### src/rtl/core/orr_pkg.sv
package orr_pkg;

	// Default reorder window, in slots.
	localparam int WINDOW_DEF = 16;

	// Size of the sequence number space; the all-ones number is out of range.
	localparam logic [31:0] SEQ_SPACE = 32'hffff_ffff;
	localparam logic [31:0] SEQ_LAST  = 32'hffff_fffe;

	// Request kinds.
	localparam logic FUNC_READ  = 1'b0;
	localparam logic FUNC_OTHER = 1'b1;

	typedef struct packed {
		logic        func;
		logic [31:0] seq_num;
		logic [15:0] client_tag;
		logic [31:0] payload_ref;
		logic [13:0] payload_len;
	} cpl_word_t;

	typedef struct packed {
		logic [15:0] out_tag;
		logic [31:0] out_ref;
		logic [13:0] out_len;
		logic [31:0] out_seq;
		logic        dropped;
		logic        last;
	} rsp_word_t;

	// Held completion: tag, ref, len.
	typedef struct packed {
		logic [15:0] tag;
		logic [31:0] pref;
		logic [13:0] len;
	} slot_entry_t;

endpackage

### src/rtl/core/orr_ram.sv
module orr_ram #(
	parameter int WIDTH = 8,
	parameter int DEPTH = 16,
	localparam int AW = (DEPTH > 1) ? $clog2(DEPTH) : 1
) (
	input  logic             clk,
	input  logic             we,
	input  logic [AW-1:0]    waddr,
	input  logic [WIDTH-1:0] wdata,
	input  logic             re,
	input  logic [AW-1:0]    raddr,
	output logic [WIDTH-1:0] rdata
);

	logic [WIDTH-1:0] mem [DEPTH];

	// Write one entry; read registered, held while no read is issued.
	always_ff @(posedge clk) begin
		if (we) begin
			mem[waddr] <= wdata;
		end
		if (re) begin
			rdata <= mem[raddr];
		end
	end

endmodule

### src/rtl/core/in_order_response_reorder.sv
// Channel | Direction | Handshake            | Word
// cpl     | in        | cpl_valid, cpl_stall | cpl_word_t: one completed request
// rsp     | out       | rsp_valid, rsp_stall | rsp_word_t: one released response
//
// A completion is taken in one cycle and evaluated in the next, so a new item
// is not taken until the last is done; a match then drains one held slot per
// cycle through the slot RAM read port while the response is not stalled.
// Reset clears the expected counter and all slot valid bits at once.
// A stalled response holds the engine in place; new completions are stalled
// while an item is being evaluated or drained.
module in_order_response_reorder
	import orr_pkg::*;
#(
	parameter int WINDOW = WINDOW_DEF
) (
	input  logic      clk,
	input  logic      arst_n,
	input  logic      cpl_valid,
	output logic      cpl_stall,
	input  cpl_word_t cpl,
	output logic      rsp_valid,
	input  logic      rsp_stall,
	output rsp_word_t rsp
);

	localparam int IW = $clog2(WINDOW);
	localparam int CW = $clog2(WINDOW + 1);
	localparam logic [31:0] WIN32 = 32'(WINDOW);

	typedef enum logic [1:0] {
		ST_IDLE,
		ST_EVAL,
		ST_DRAIN
	} state_t;

	state_t          state_q;
	cpl_word_t       cpl_q;
	logic [31:0]     exp_q;
	logic [IW-1:0]   idx_q;
	logic [CW-1:0]   cnt_q;
	logic [WINDOW-1:0] valid_q;
	logic            out_valid_q;
	rsp_word_t       out_q;

	logic [32:0]     diff;
	logic            borrow;
	logic [31:0]     wdist;
	logic            far;
	logic            match;
	logic [IW:0]     idx_sum;
	logic [IW:0]     idx_adj;
	logic [IW-1:0]   early_idx;
	logic [31:0]     exp_nxt;
	logic [IW-1:0]   idx_nxt;
	logic [CW-1:0]   cnt_inc;
	logic            more;
	logic            free;
	logic            emit;
	logic            ram_we;
	logic            ram_re;
	slot_entry_t     wr_entry;
	slot_entry_t     rd_entry;

	// Distance of the held completion from the expected number.
	always_comb begin
		diff   = {1'b0, cpl_q.seq_num} - {1'b0, exp_q};
		borrow = diff[32];
		wdist  = cpl_q.seq_num + ~exp_q;
		far    = (cpl_q.seq_num == SEQ_SPACE) ||
			(borrow ? (wdist >= WIN32) : (diff[31:0] >= WIN32));
		match  = !far && !borrow && (diff[31:0] == 32'd0);
	end

	// Slot of an early read: expected slot plus distance, wrapped at the window, or the
	// low bits of the number itself when the read lies past the wrap.
	always_comb begin
		idx_sum = {1'b0, idx_q} + {1'b0, diff[IW-1:0]};
		idx_adj = idx_sum - (IW+1)'(WINDOW);
		if (borrow) begin
			early_idx = cpl_q.seq_num[IW-1:0];
		end else if (idx_sum >= (IW+1)'(WINDOW)) begin
			early_idx = idx_adj[IW-1:0];
		end else begin
			early_idx = idx_sum[IW-1:0];
		end
	end

	// Advance the expected number and its slot, and see whether another held slot follows.
	always_comb begin
		if (exp_q == SEQ_LAST) begin
			exp_nxt = 32'd0;
			idx_nxt = '0;
		end else begin
			exp_nxt = exp_q + 32'd1;
			idx_nxt = (idx_q == IW'(WINDOW - 1)) ? '0 : idx_q + 1'b1;
		end
		cnt_inc = (state_q == ST_EVAL) ? CW'(1) : cnt_q + 1'b1;
		more    = valid_q[idx_nxt] && (cnt_inc != CW'(WINDOW));
	end

	assign free      = !out_valid_q || !rsp_stall;
	assign cpl_stall = (state_q != ST_IDLE);
	assign rsp_valid = out_valid_q;
	assign rsp       = out_q;

	// Load a new response word this cycle.
	assign emit = free && (((state_q == ST_EVAL) && (cpl_q.func == FUNC_READ)
		&& (far || match)) || (state_q == ST_DRAIN));

	assign ram_we = (state_q == ST_EVAL) && (cpl_q.func == FUNC_READ) && !far && !match;
	assign ram_re = free && more && (((state_q == ST_EVAL) && (cpl_q.func == FUNC_READ)
		&& match) || (state_q == ST_DRAIN));
	assign wr_entry = '{tag: cpl_q.client_tag, pref: cpl_q.payload_ref,
		len: cpl_q.payload_len};

	orr_ram #(
		.WIDTH($bits(slot_entry_t)),
		.DEPTH(WINDOW)
	) u_slot_ram (
		.clk   (clk),
		.we    (ram_we),
		.waddr (early_idx),
		.wdata (wr_entry),
		.re    (ram_re),
		.raddr (idx_nxt),
		.rdata (rd_entry)
	);

	// Hold state and the response register.
	always_ff @(posedge clk or negedge arst_n) begin
		if (!arst_n) begin
			state_q     <= ST_IDLE;
			exp_q       <= '0;
			idx_q       <= '0;
			cnt_q       <= '0;
			valid_q     <= '0;
			out_valid_q <= 1'b0;
		end else begin
			if (out_valid_q && !rsp_stall && !emit) begin
				out_valid_q <= 1'b0;
			end
			if (ram_re) begin
				valid_q[idx_nxt] <= 1'b0;
			end
			case (state_q)
				ST_IDLE: begin
					if (cpl_valid) begin
						cpl_q   <= cpl;
						state_q <= ST_EVAL;
					end
				end
				ST_EVAL: begin
					if (cpl_q.func != FUNC_READ) begin
						state_q <= ST_IDLE;
					end else if (!far && !match) begin
						valid_q[early_idx] <= 1'b1;
						state_q            <= ST_IDLE;
					end else if (free) begin
						out_valid_q   <= 1'b1;
						out_q.out_tag <= cpl_q.client_tag;
						out_q.out_ref <= cpl_q.payload_ref;
						out_q.out_len <= cpl_q.payload_len;
						if (far) begin
							out_q.out_seq <= cpl_q.seq_num;
							out_q.dropped <= 1'b1;
							out_q.last    <= 1'b1;
							state_q       <= ST_IDLE;
						end else begin
							out_q.out_seq <= exp_q;
							out_q.dropped <= 1'b0;
							out_q.last    <= !more;
							exp_q         <= exp_nxt;
							idx_q         <= idx_nxt;
							cnt_q         <= cnt_inc;
							state_q       <= more ? ST_DRAIN : ST_IDLE;
						end
					end
				end
				ST_DRAIN: begin
					if (free) begin
						out_valid_q   <= 1'b1;
						out_q.out_tag <= rd_entry.tag;
						out_q.out_ref <= rd_entry.pref;
						out_q.out_len <= rd_entry.len;
						out_q.out_seq <= exp_q;
						out_q.dropped <= 1'b0;
						out_q.last    <= !more;
						exp_q         <= exp_nxt;
						idx_q         <= idx_nxt;
						cnt_q         <= cnt_inc;
						state_q       <= more ? ST_DRAIN : ST_IDLE;
					end
				end
				default: begin
					state_q <= ST_IDLE;
				end
			endcase
		end
	end

endmodule

### config.mk
export PLATFORM = sky130hd
export DESIGN_NAME = in_order_response_reorder
export DESIGN_NICKNAME = d
export VERILOG_FILES = /design/src/rtl/core/orr_pkg.sv /design/src/rtl/core/orr_ram.sv /design/src/rtl/core/in_order_response_reorder.sv
export SDC_FILE = /design/constraint.sdc
export NUM_CORES = 1
export LEC_CHECK = 0
export BUFFER_PORTS_ARGS = -buffer_cell sky130_fd_sc_hd__buf_2
export CELL_PAD_IN_SITES_DETAIL_PLACEMENT = 0
export CELL_PAD_IN_SITES_GLOBAL_PLACEMENT = 1
export CORE_MARGIN = 2
export CORE_UTILIZATION = 45
export CTS_BUF_LIST = sky130_fd_sc_hd__clkbuf_2
export DETAILED_ROUTE_END_ITERATION = 12
export HOLD_SLACK_MARGIN = 0.15
export PLACE_DENSITY = 0.82
export SLEW_MARGIN = 20
export SYNTH_ARGS = -nofsm -noshare
export SYNTH_HDL_FRONTEND = slang
export SYNTH_HIERARCHICAL = 1
export SYNTH_SLANG_ARGS = --single-unit
export TNS_END_PERCENT = 100
### constraint.sdc
create_clock -name clk -period 8.1 [get_ports clk]
set_input_delay 0.405 -clock clk [delete_from_list [all_inputs] [get_ports clk]]
set_output_delay 0.405 -clock clk [all_outputs]
set_load 0.05 [all_outputs]
Word level (Yosys, flattened, before mapping)
Memory sizes are Yosys's and may differ from the RTL's. A register that Yosys moved wholly into a read port is not among the register bits.
Index checks and enable logic that the tools add are counted.
{"block": "classes", "n_div": 0, "n_bitwise": 5, "n_eq_ne": 13, "addsub": 7, "n_mux": 56, "order_cmp": 7, "shift": 0, "n_reduce_logical": 36, "multipliers": 0}
{"operator": "$mux W96", "count": 4}
{"operator": "$mux W32", "count": 6}
{"operator": "$pmux W96 S2", "count": 1}
{"operator": "$eq A32 B32 Y1 const B", "count": 2}
{"operator": "$ge A32 B5 Y1 const B", "count": 2}
{"operator": "$mux W16", "count": 4}
{"operator": "$pmux W32 S2", "count": 1}
{"operator": "$mux W4", "count": 9}
{"operator": "$mux W34", "count": 1}
{"operator": "$sub A32 B32 Y33", "count": 1}
{"operator": "$add A32 B1 Y32 const B", "count": 1}
{"operator": "$add A32 B32 Y32", "count": 1}
{"operator": "$logic_not A32 Y1", "count": 1}
{"operator": "$not A32 Y32", "count": 1}
{"operator": "$mux W5", "count": 6}
{"operator": "$and A16 B16 Y16", "count": 1}
{"operator": "$logic_and A1 B1 Y1", "count": 16}
{"operator": "$not A16 Y16", "count": 1}
{"operator": "$or A16 B16 Y16", "count": 1}
{"operator": "$mux W2", "count": 7}
{"operator": "$ne A2 B2 Y1 const B", "count": 6}
{"operator": "$reduce_and A6 Y1", "count": 2}
{"operator": "$lt A4 B5 Y1 const B", "count": 2}
{"operator": "$mux W1", "count": 10}
{"operator": "other kinds (23)", "count": 37}
{"block": "word_totals", "rom_bits": 0, "reg_bits": 251, "wordCells": 142, "inputBits": 99, "latchBits": 0, "ramBits": 992, "memories": 1, "output_inout_bits": 98}
{"memory": "u_slot_ram.mem", "words": 16, "width": 62, "rd": 1, "rd_clocked_by_memory_dff": 1, "write_ports": 1, "line": "orr_ram.sv:15", "source": "logic [WIDTH-1:0] mem [DEPTH];"}

Logic depth before layout (Yosys ltp)
Gate-level depths: netlist of the first run.
{"block": "logic_depth", "ltp_word": 19, "mapped_depth": 18, "depth_no_buf": 15}

Cells and area by module
Netlist of the first run, hierarchy kept.
{"mod": "orr_ram", "area_each_um2": 38953.6, "cells_per_inst": 1598, "seq_area_each_um2": 31650.4, "instances": 1}
{"mod": "in_order_response_reorder", "area_each_um2": 13724.4, "cells_per_inst": 1215, "seq_area_each_um2": 7236.9, "instances": 1}

Worst setup path before layout of the first run
No wires, ideal clock.
{"block": "synth_path", "kind": "reg2reg", "from": "reg exp_q[0]", "to": "mem u_slot_ram/mem[0][0] in the netlist's numbering (enable)", "setup_slack_ps": -780, "path_stages_with_launch": 15, "synth_period_minus_slack_ps": 8880, "required_time_ps": 7542, "path_buffers": 0, "arrival_time_ps": 8322, "setup_ps": 558, "cell_sequence": "dfrtp_1 > ha_1 > fa_1 > nand2b_1 > a21oi_1 > a221oi_2 > o211ai_2 > xnor2_1 > nand4_1 > or4_1 > or3_4 > o41a_1 > a211oi_1 > or3b_2 > nor3_1"}
{"block": "synth_between", "elab_chain_cells": 12, "elab_cells_between_ends": 22, "cone_classes": "add/sub (4); order compare (3); mux (5); bitwise (1); reduce/logical (9)"}
{"item": "start: declaration", "line": "in_order_response_reorder.sv:38", "source": "logic [31:0] exp_q;"}
{"item": "start signal: assignment", "line": "in_order_response_reorder.sv:172", "source": "exp_q <= exp_nxt;"}
{"item": "start signal: assignment", "line": "in_order_response_reorder.sv:188", "source": "exp_q <= exp_nxt;"}
{"item": "$not A32 Y32", "line": "in_order_response_reorder.sv:68", "source": "wdist = cpl_q.seq_num + ~exp_q;"}
{"item": "$add A32 B32 Y32", "line": "in_order_response_reorder.sv:68"}
{"item": "$ge A32 B5 Y1", "line": "in_order_response_reorder.sv:70", "source": "(borrow ? (wdist >= WIN32) : (diff[31:0] >= WIN32));"}
{"item": "$mux W1", "line": "in_order_response_reorder.sv:70"}
{"item": "$logic_or A1 B1 Y1", "line": "in_order_response_reorder.sv:69", "source": "far = (cpl_q.seq_num == SEQ_SPACE) ||"}
{"item": "$logic_not A1 Y1", "line": "in_order_response_reorder.sv:71, in_order_response_reorder.sv:110"}
{"item": "$logic_and A1 B1 Y1 (2 in a row)", "line": "in_order_response_reorder.sv:71", "source": "match = !far && !borrow && (diff[31:0] == 32'd0);"}
{"item": "$logic_not A1 Y1", "line": "in_order_response_reorder.sv:110", "source": "assign ram_we = (state_q == ST_EVAL) && (cpl_q.func == FUNC_READ) && !far && !match;"}
{"item": "$logic_and A1 B1 Y1 (*)", "line": "in_order_response_reorder.sv:110"}
{"item": "via ram_we", "line": "in_order_response_reorder.sv:59", "source": "logic ram_we;"}
{"item": "$mux W1 (*)", "line": "orr_ram.sv:19", "source": "if (we) begin"}
{"item": "$mux W1 (not written as such) (*)", "line": "orr_ram.sv:20", "source": "mem[waddr] <= wdata;"}
{"item": "end: declaration", "line": "orr_ram.sv:15"}
Mark *: on every way through the listed nets, which the timed path passes. The rest lies on a longest branch.

Worst setup path after layout of the first run
{"block": "layout_path", "from": "reg exp_q[0]", "to": "mem u_slot_ram/mem[1][6] in the netlist's numbering (enable)"}
The elaborated chain is that of the path after synthesis.

==> results by group, run 1 <==
Worst setup path
  • Worst EP required: 9270 ps
  • Slowest CP cell: nor2_4
  • Largest fanout on the critical path: 36
  • Critical path startpoint category: flop
  • Family of cells with the greatest summed delay on the critical path: simple AND/OR/NAND/NOR gates
  • Slowest stage delay, CP: between 800 and 900 ps
  • Worst EP arrival: 7820 ps
  • Kind of end point of the critical path: flop
  • Top cell by count, worst path: o211ai_1
  • Crit path buffers/inverters: 1
  • Start-to-end type of the worst setup path: flop to flop
  • Ordered list of cells on the worst path: ha_1 -> fa_1 -> nand2b_1 -> a21oi_1 -> xnor2_1 -> o211ai_1 -> nor4_1 -> o211ai_1 -> or4_1 -> or3_4 -> o41a_1 -> a211oi_1 -> or3b_2 -> nor2_4 -> buf_12

Synth
  • Share of synthesized area occupied by flip-flops and latches: around 74%
  • Synthesized netlist net count: 2959
  • Top area cells in the synthesized netlist: edfxtp_1, mux4_2, dfrtp_1, mux2_2, a22oi_1
  • Synth top area share: between 70 and 80%
  • Flop and latch count out of synthesis: approximately 1300
  • Ys async rst share: about 4.6%
  • Top FF cell, synth: edfxtp_1
  • Count leader, synth: edfxtp_1
  • Cell area after synthesis: approximately 53000 um2
  • Most area-hungry cell type in the Yosys netlist: edfxtp_1
  • Yosys warnings: 6
  • Number of enable-type register cells in the synthesized netlist: 1245
  • Most frequent cells after synthesis: edfxtp_1, mux4_2, nand2_1, a22oi_1, mux2_2
  • Synth cell types: 85
  • Post-synthesis cell count: approximately 2800
  • Per-instance average area after synthesis: 18.7 um2

Place
  • Routability Congestion: between 0.9 and 1
  • Worst-case setup slack after placement: 1470 ps
  • HPWL Detailed: roughly 73000 um
  • Number of port buffers: between 150 and 200
  • Placed insts: 4438

Global route
  • Global-route wire length before repair: ~190000 um
  • Maximum number of pins on one net before global-route repair: between 100 and 150
  • Antenna violations before repair: 5
  • GRT Overall Usage: between 20% and 30%
  • Total congestion overflow after global routing: 0
  • Vias in the first global route: 31300

Route
  • Met2 wirelength from detailed routing: roughly 63000 um
  • Wirelength per Cell: roughly 24 um
  • Total iterations of the first detailed-routing run: 7
  • Via count: roughly 30000
  • Met3 layer wire length in the routed design: a little under 10000 um
  • Number of routed nets with antenna violations: 0
  • Number of DRC markers in iteration 0: 2642
  • Topmost layer with routed signal wires: met5
  • Met1 Routed Length: about 52000 um
  • Detail-routed via count per cell: 5.69
  • Total routed wirelength: 127000 um
  • Total DRC errors in the routed layout: 0

Die
  • Total die area: between 100000 and 150000 um2
  • Chip Height: about 350 um
  • Num rows: between 100 and 150
  • Width of the die: 346 um
  • Ports: 197
  • Initial cell density of the core: between 40% and 50%
  • Core box area: roughly 120000 um2

Power and ir drop
  • Worst voltage drop across the vdd grid: between 0.2 and 0.3 mV
  • Leakage power: a little over 20 nW
  • Total power draw: roughly 0.016 W
  • Total power per unit cell area: between 200 and 300 nW/um2

Layout
  • Count of non-filler cells in the finished layout: approximately 5300
  • Share of cells above drive strength 1: a little under a third
  • Filler cell count: ~9000
  • Area Overhead vs Synth: 16.4%
  • Net count reported at finish: 3692

CTS
  • Largest buffer count on any clock path: 4
  • Setup bufs post-CTS: 0
  • Max H-tree Level: 5
  • Sink count of the clock tree: approximately 1300
  • Library cell used as clock root buffer: clkbuf_2
  • Cts bufs inserted: between 300 and 400
  • Reg clk slew, reported paths: ~100 ps
  • Clock tree from TritonCTS: yes
  • Clock latency at the later pin of the worst-skew pair: 1660 ps

STA
  • Max Slew Vio Count: 0
  • Setup repair after global routing missed its margin: no
  • Final-layout setup total negative slack: 0 ps
  • Worst clock skew: 256 ps
  • Post-Route Hold Slack: 411 ps
  • Shortest period the worst path allows: roughly 6600 ps
  • Final Setup Violations: 0
  • Post-route clock period utilization: 82.1%
  • Maximum clock frequency: between 0.15 and 0.2 GHz
  • Least setup slack across all paths after layout: 1450 ps
  • Worst slew margin relative to its limit: around a quarter
  • Number of hold-slack violations in the final timing report: 0
  • Worst-Margin Slew: between 1000 and 1500 ps

Min path
  • Worst min path class: input port to flop

Run status
  • Run status: finished clean

Flow run
  • Max Cap Violations: 0
cell families (layout without fill, tap and decap cells):
group | after synthesis | count (layout) | share of synthesized area (%)
muxes | 350 | 350 | 12.8
and+or+nand+nor | 426 | 426 | 3.85
DFF | 1305 | 1305 | 73.8
xor gates and xnor gates | 43 | 43 | 0.715
AOI/OAI and AO/OA | 441 | 441 | 5.83
adders and majority gates | 47 | 47 | 1.16
buffers and inverters | 201 | 1163 | 1.83
other | 0 | 4 | 0
registers in the layout (all words and copies together) (netlist names):
| register | count |
|---|---|
| cpl_q | 95 |
| u_slot_ram/mem | 992 |
| rsp_valid | 1 |
| exp_q | 32 |
| state_q | 2 |
| rsp | 96 |
| cnt_q | 5 |
| valid_q | 16 |
| idx_q | 4 |
| u_slot_ram/rdata | 62 |
power by group:
group | switching (W) | total [W] | internal (W)
registers | 0.000216 | 0.00796 | 0.00774
clock network | 0.00260 | 0.00426 | 0.00166
logic | 0.00227 | 0.00395 | 0.00168
total | 0.00509 | 0.0162 | 0.0111
layer usage:
| metal | vias to the layer above | global-route usage [%] |
|---|---|---|
| met2 | 1376 | 34.6 |
| met3 | 233 | 4.68 |
| met5 | - | 0 |
| met4 | 4 | 7.33 |
| met1 | 15400 | 28.3 |
| li1 | 13200 | - |
final cells by class:
class	count	area, um2	area share, %
multi-input combinational	1307	13000	21.3
timing repair buffer	540	4440	7.25
tap	1524	1910	3.11
antenna	4	10.0	0.0163
inverter	55	206	0.337
clock inverter	106	527	0.859
clock buffer	462	2310	3.77
sequential	1305	38900	63.4
per-stage QoR:
stage / cell area [um2] / utilization, %
2_1_floorplan: 52700 / -
3_3_place_gp: 55500 / 47.8
3_5_place_dp: 55500 / 47.8
4_1_cts: 61300 / 52.8
5_1_grt: 61300 / 52.8
6_report: 61300 / 52.8
final timing paths:
check | from | to | slack [ps] | cells past startpoint
worst max-delay path | exp_q[0] | u_slot_ram/mem[1][6] | 1450 | 15
worst max register to register | exp_q[0] | u_slot_ram/mem[1][6] | 1450 | 15
max in group asynchronous | arst_n | exp_q[2] | 6910 | 6
worst min register to register | u_slot_ram/rdata[53] | rsp[87] | 480 | 1
min in group asynchronous | arst_n | valid_q[9] | 650 | 6
worst min-delay path | rsp_stall | rsp_valid | 410 | 5
worst register-to-register path, stage by stage, from the launching register on:
cell      delay [ps]
dfrtp_1          490
ha_1             260
fa_1             440
nand2b_1         170
a21oi_1          400
xnor2_1          240
o211ai_1         160
nor4_1           230
o211ai_1         140
or4_1            550
or3_4            370
o41a_1           330
a211oi_1         790
or3b_2           640
nor2_4           830
buf_12           350
what timing repair did:
action                                  CTS  global route
endpoints found under the hold margin   398             0
hold buffers                            293             0
resized for setup                         0             0
endpoints found under the setup margin    0             0
placed cells by master, fill, tap and decap left out, types with 7 or more instances in the layout:
cell type,netlist,routed
clkbuf_2,1,462
a21o_1,8,8
nand3_1,36,36
nor2_1,82,67
ha_1,44,43
clkinv_2,0,16
a31oi_1,12,12
edfxtp_1,1245,1245
a22oi_1,125,125
dlygate4sd3_1,0,292
mux4_2,249,249
xor2_1,19,19
buf_2,30,196
dfrtp_1,60,60
clkinv_1,0,80
nor2_4,0,15
nand2b_1,10,10
nand2_1,167,167
mux2_2,90,90
o21ai_1,24,24
a211oi_1,9,9
nor3_1,23,19
inv_1,55,55
nor4_1,14,13
and2_1,12,11
xnor2_1,24,24
o41ai_1,7,7
a21oi_1,63,63
buf_4,22,40
o21ai_0,66,66
and3_1,9,8
nand4_1,32,32
a21oi_2,9,9
buf_12,0,12
o31ai_1,46,46
Power figures use the tool's default switching activity.
==> inputs of run 2 (changes only) <==
==> constraint.sdc (replaced) <==
create_clock -name clk -period 6.1 [get_ports clk]
set_input_delay 0.305 -clock clk [delete_from_list [all_inputs] [get_ports clk]]
set_output_delay 0.305 -clock clk [all_outputs]
set_load 0.05 [all_outputs]
==> results by group, run 2 (same netlist as run 1, synthesis figures left out) <==
CTS
  • Post-cts resize count: 0 (unchanged)
  • Setup bufs post-CTS: 0 (unchanged)
  • Clock latency at the later pin of the worst-skew pair: 1580 ps (was 1660 ps)
  • Clock tree from TritonCTS: yes (unchanged)
  • Max H-tree Level: 5 (unchanged)
  • Sink count of the clock tree: 1305 (unchanged)
  • Library cell used as clock root buffer: clkbuf_2 (unchanged)
  • Largest buffer count on any clock path: 4 (unchanged)
  • Reg clk slew, reported paths: 100 ps (about the same)
  • Cts bufs inserted: 331 (was 337)

Power and ir drop
  • Total power draw: 0.0214 W (was 0.0162 W)
  • Seq pwr share: 49.3% (was 49.2%)
  • Worst voltage drop across the vdd grid: 0.317 mV (was 0.278 mV)
  • Leakage power: 20.7 nW (was 20.5 nW)
  • Switch Pwr: 0.00670 W (was 0.00509 W)
  • Net switching share of the total power: 31.3% (was 31.4%)
  • Combinational power share: 25.1% (was 24.4%)
  • Clock share of power: 25.6% (was 26.4%)
  • Total power per unit cell area: 347 nW/um2 (was 264 nW/um2)
  • Cell internal pwr: 0.0147 W (was 0.0111 W)

Worst setup path
  • Crit path buffers/inverters: 3 (was 1)
  • Slowest stage delay, CP: 580 ps (was 830 ps)
  • Family of cells with the greatest summed delay on the critical path: simple AND/OR/NAND/NOR gates (unchanged)
  • Worst EP required: 7230 ps (was 9270 ps)
  • Start-to-end type of the worst setup path: flop to flop (unchanged)
  • Critical path startpoint category: flop (unchanged)
  • Worst EP arrival: 6850 ps (was 7820 ps)
  • Ordered list of cells on the worst path: inv_1 -> ha_1 -> nand2_1 -> nor2_1 -> a221oi_2 -> o21ai_1 -> xnor2_1 -> nand4_1 -> or4_1 -> or3_4 -> o41a_1 -> a211oi_1 -> buf_4 -> or3b_2 -> nor2_4 -> buf_12 (was ha_1 -> fa_1 -> nand2b_1 -> a21oi_1 -> xnor2_1 -> o211ai_1 -> nor4_1 -> o211ai_1 -> or4_1 -> or3_4 -> o41a_1 -> a211oi_1 -> or3b_2 -> nor2_4 -> buf_12)
  • Largest fanout on the critical path: 17 (was 36)
  • Kind of end point of the critical path: flop (unchanged)
  • Slowest CP cell: or4_1 (was nor2_4)

Die
  • Width of the die: 346 um (unchanged)
  • Total die area: 120000 um2 (unchanged)
  • Core box area: 116000 um2 (unchanged)
  • Num rows: 125 (unchanged)
  • Chip Height: 346 um (unchanged)
  • Ports: 197 (unchanged)
  • Initial cell density of the core: 45.3% (unchanged)

STA
  • Worst-Margin Slew: 1110 ps (was 1120 ps)
  • Post-Route Hold Slack: 442 ps (was 411 ps)
  • Post-route clock period utilization: 93.7% (was 82.1%)
  • Final Setup Violations: 0 (unchanged)
  • Number of hold-slack violations in the final timing report: 0 (unchanged)
  • Worst slew margin relative to its limit: 26.1% (was 25.2%)
  • Worst clock skew: 212 ps (was 256 ps)
  • Least setup slack across all paths after layout: 382 ps (was 1450 ps)
  • Setup repair after global routing missed its margin: no (unchanged)
  • Shortest period the worst path allows: 5720 ps (was 6650 ps)
  • Max Slew Vio Count: 0 (unchanged)
  • Maximum clock frequency: 0.175 GHz (was 0.150 GHz)

Min path
  • Worst min path class: input port to flop (unchanged)

Global route
  • Antenna violations before repair: 4 (was 5)
  • Vias in the first global route: 31600 (was 31300)
  • Global-route wire length before repair: 193000 um (was 192000 um)
  • Maximum number of pins on one net before global-route repair: 84 (was 108)
  • GRT Overall Usage: 21.4% (was 21.2%)
  • Total congestion overflow after global routing: 0 (unchanged)

Layout
  • Final instance area: 61800 um2 (was 61300 um2)
  • Share of the core filled with cells: 53.2% (was 52.8%)
  • Net count reported at finish: 3719 (was 3692)
  • Flip-flop count of the largest register after layout: 992 (unchanged)
  • Most frequent standard cell in the layout excluding fill and tap cells: edfxtp_1 (unchanged)
  • Highest-count cells in the layout ignoring fill and taps: edfxtp_1, clkbuf_2, dlygate4sd3_1, mux4_2, buf_2 (unchanged)
  • Area Overhead vs Synth: 17.3% (was 16.4%)
  • Filler cell count: 9153 (was 9188)
  • Share of cells above drive strength 1: 30.5% (was 30.0%)
  • Most flop-heavy register: u_slot_ram/mem (unchanged)

Place
  • HPWL Detailed: 74800 um (was 73100 um)
  • Standard cell area after detailed placement: 56100 um2 (was 55500 um2)
  • Routability Congestion: 0.903 (was 0.954)
  • Worst-case setup slack after placement: 462 ps (was 1470 ps)
  • Number of port buffers: 196 (unchanged)

Route
  • Via count: 30200 (about the same)
  • Total DRC errors in the routed layout: 0 (unchanged)
  • Wirelength per Cell: 24.1 um (was 24.0 um)
  • Total iterations of the first detailed-routing run: 7 (unchanged)
  • Detail-routed via count per cell: 5.69 (about the same)
  • Number of routed nets with antenna violations: 0 (unchanged)
  • Total routed wirelength: 128000 um (was 127000 um)
  • Number of DRC markers in iteration 0: 3089 (was 2642)

Flow run
  • Max Cap Violations: 0 (unchanged)

Run status
  • Run status: finished clean (unchanged)
-- run 2: power groups by stage --
| stage | Sequential, W | Clock (W) | Combinational (W) |
|---|---|---|---|
| after floorplan | 0.0109 | 0 | 0.00353 |
| after global placement | 0.0108 | 0 | 0.00522 |
| after detailed placement | 0.0108 | 0 | 0.00524 |
| after CTS | 0.0106 | 0.00562 | 0.00541 |
| after global routing | 0.0106 | 0.00607 | 0.00571 |
| final | 0.0106 | 0.00549 | 0.00537 |
-- run 2: metrics by stage --
stage | cells | setup TNS [ps]
4_1_cts | 5311 | 0
6_report | 5317 | 0
3_5_place_dp | 4471 | 0
5_1_grt | 5317 | 0
3_3_place_gp | 4471 | 0
2_1_floorplan | 2813 | -603530
-- run 2: repair_timing --
action                                  in CTS  in global routing
endpoints found under the setup margin       0                  0
hold buffers                               293                  0
hold endpoints to repair                   453                  0
-- run 2: area by class of cell --
class,instances,area (um2),share of cell area (%)
inverters,55,206,0.334
flip-flops and latches,1305,38900,63.0
clock buffers,457,2290,3.70
repair buffers,573,5030,8.15
multi-input cells,1307,13000,21.1
well taps,1524,1910,3.09
diodes,6,15.0,0.0243
clock inverters,90,404,0.654
-- run 2: worst paths after layout --
path | startpoint | endpoint | slack (ps) | cells past startpoint
max | exp_q[12] | u_slot_ram/mem[3][0] | 380 | 16
min | cpl_valid | state_q[0] | 440 | 7
max reg2reg | exp_q[12] | u_slot_ram/mem[3][0] | 380 | 16
min reg2reg | valid_q[13] | valid_q[13] | 510 | 2
max in group asynchronous | arst_n | exp_q[0] | 3980 | 5
min in group asynchronous | arst_n | rsp_valid | 750 | 4
-- run 2: worst register-to-register path, delay by kind of cell, from the launching register on --
kind | cells | cell delay (ps)
DFF | 1 | 450
AOI/OAI and AO/OA | 4 | 970
buffers and inverters | 3 | 540
adders and majority gates | 1 | 490
xor gates and xnor gates | 1 | 150
and+or+nand+nor | 7 | 2760
-- run 2: routing by layer --
| layer | global-route usage, % | part of all wire [%] | vias to the layer above |
|---|---|---|---|
| met5 | 0 | 0.010 | - |
| li1 | - | - | 13200 |
| met1 | 28.3 | 41 | 15500 |
| met3 | 4.17 | 7.1 | 220 |
| met2 | 35.1 | 50 | 1292 |
| met4 | 8.15 | 2.7 | 2 |
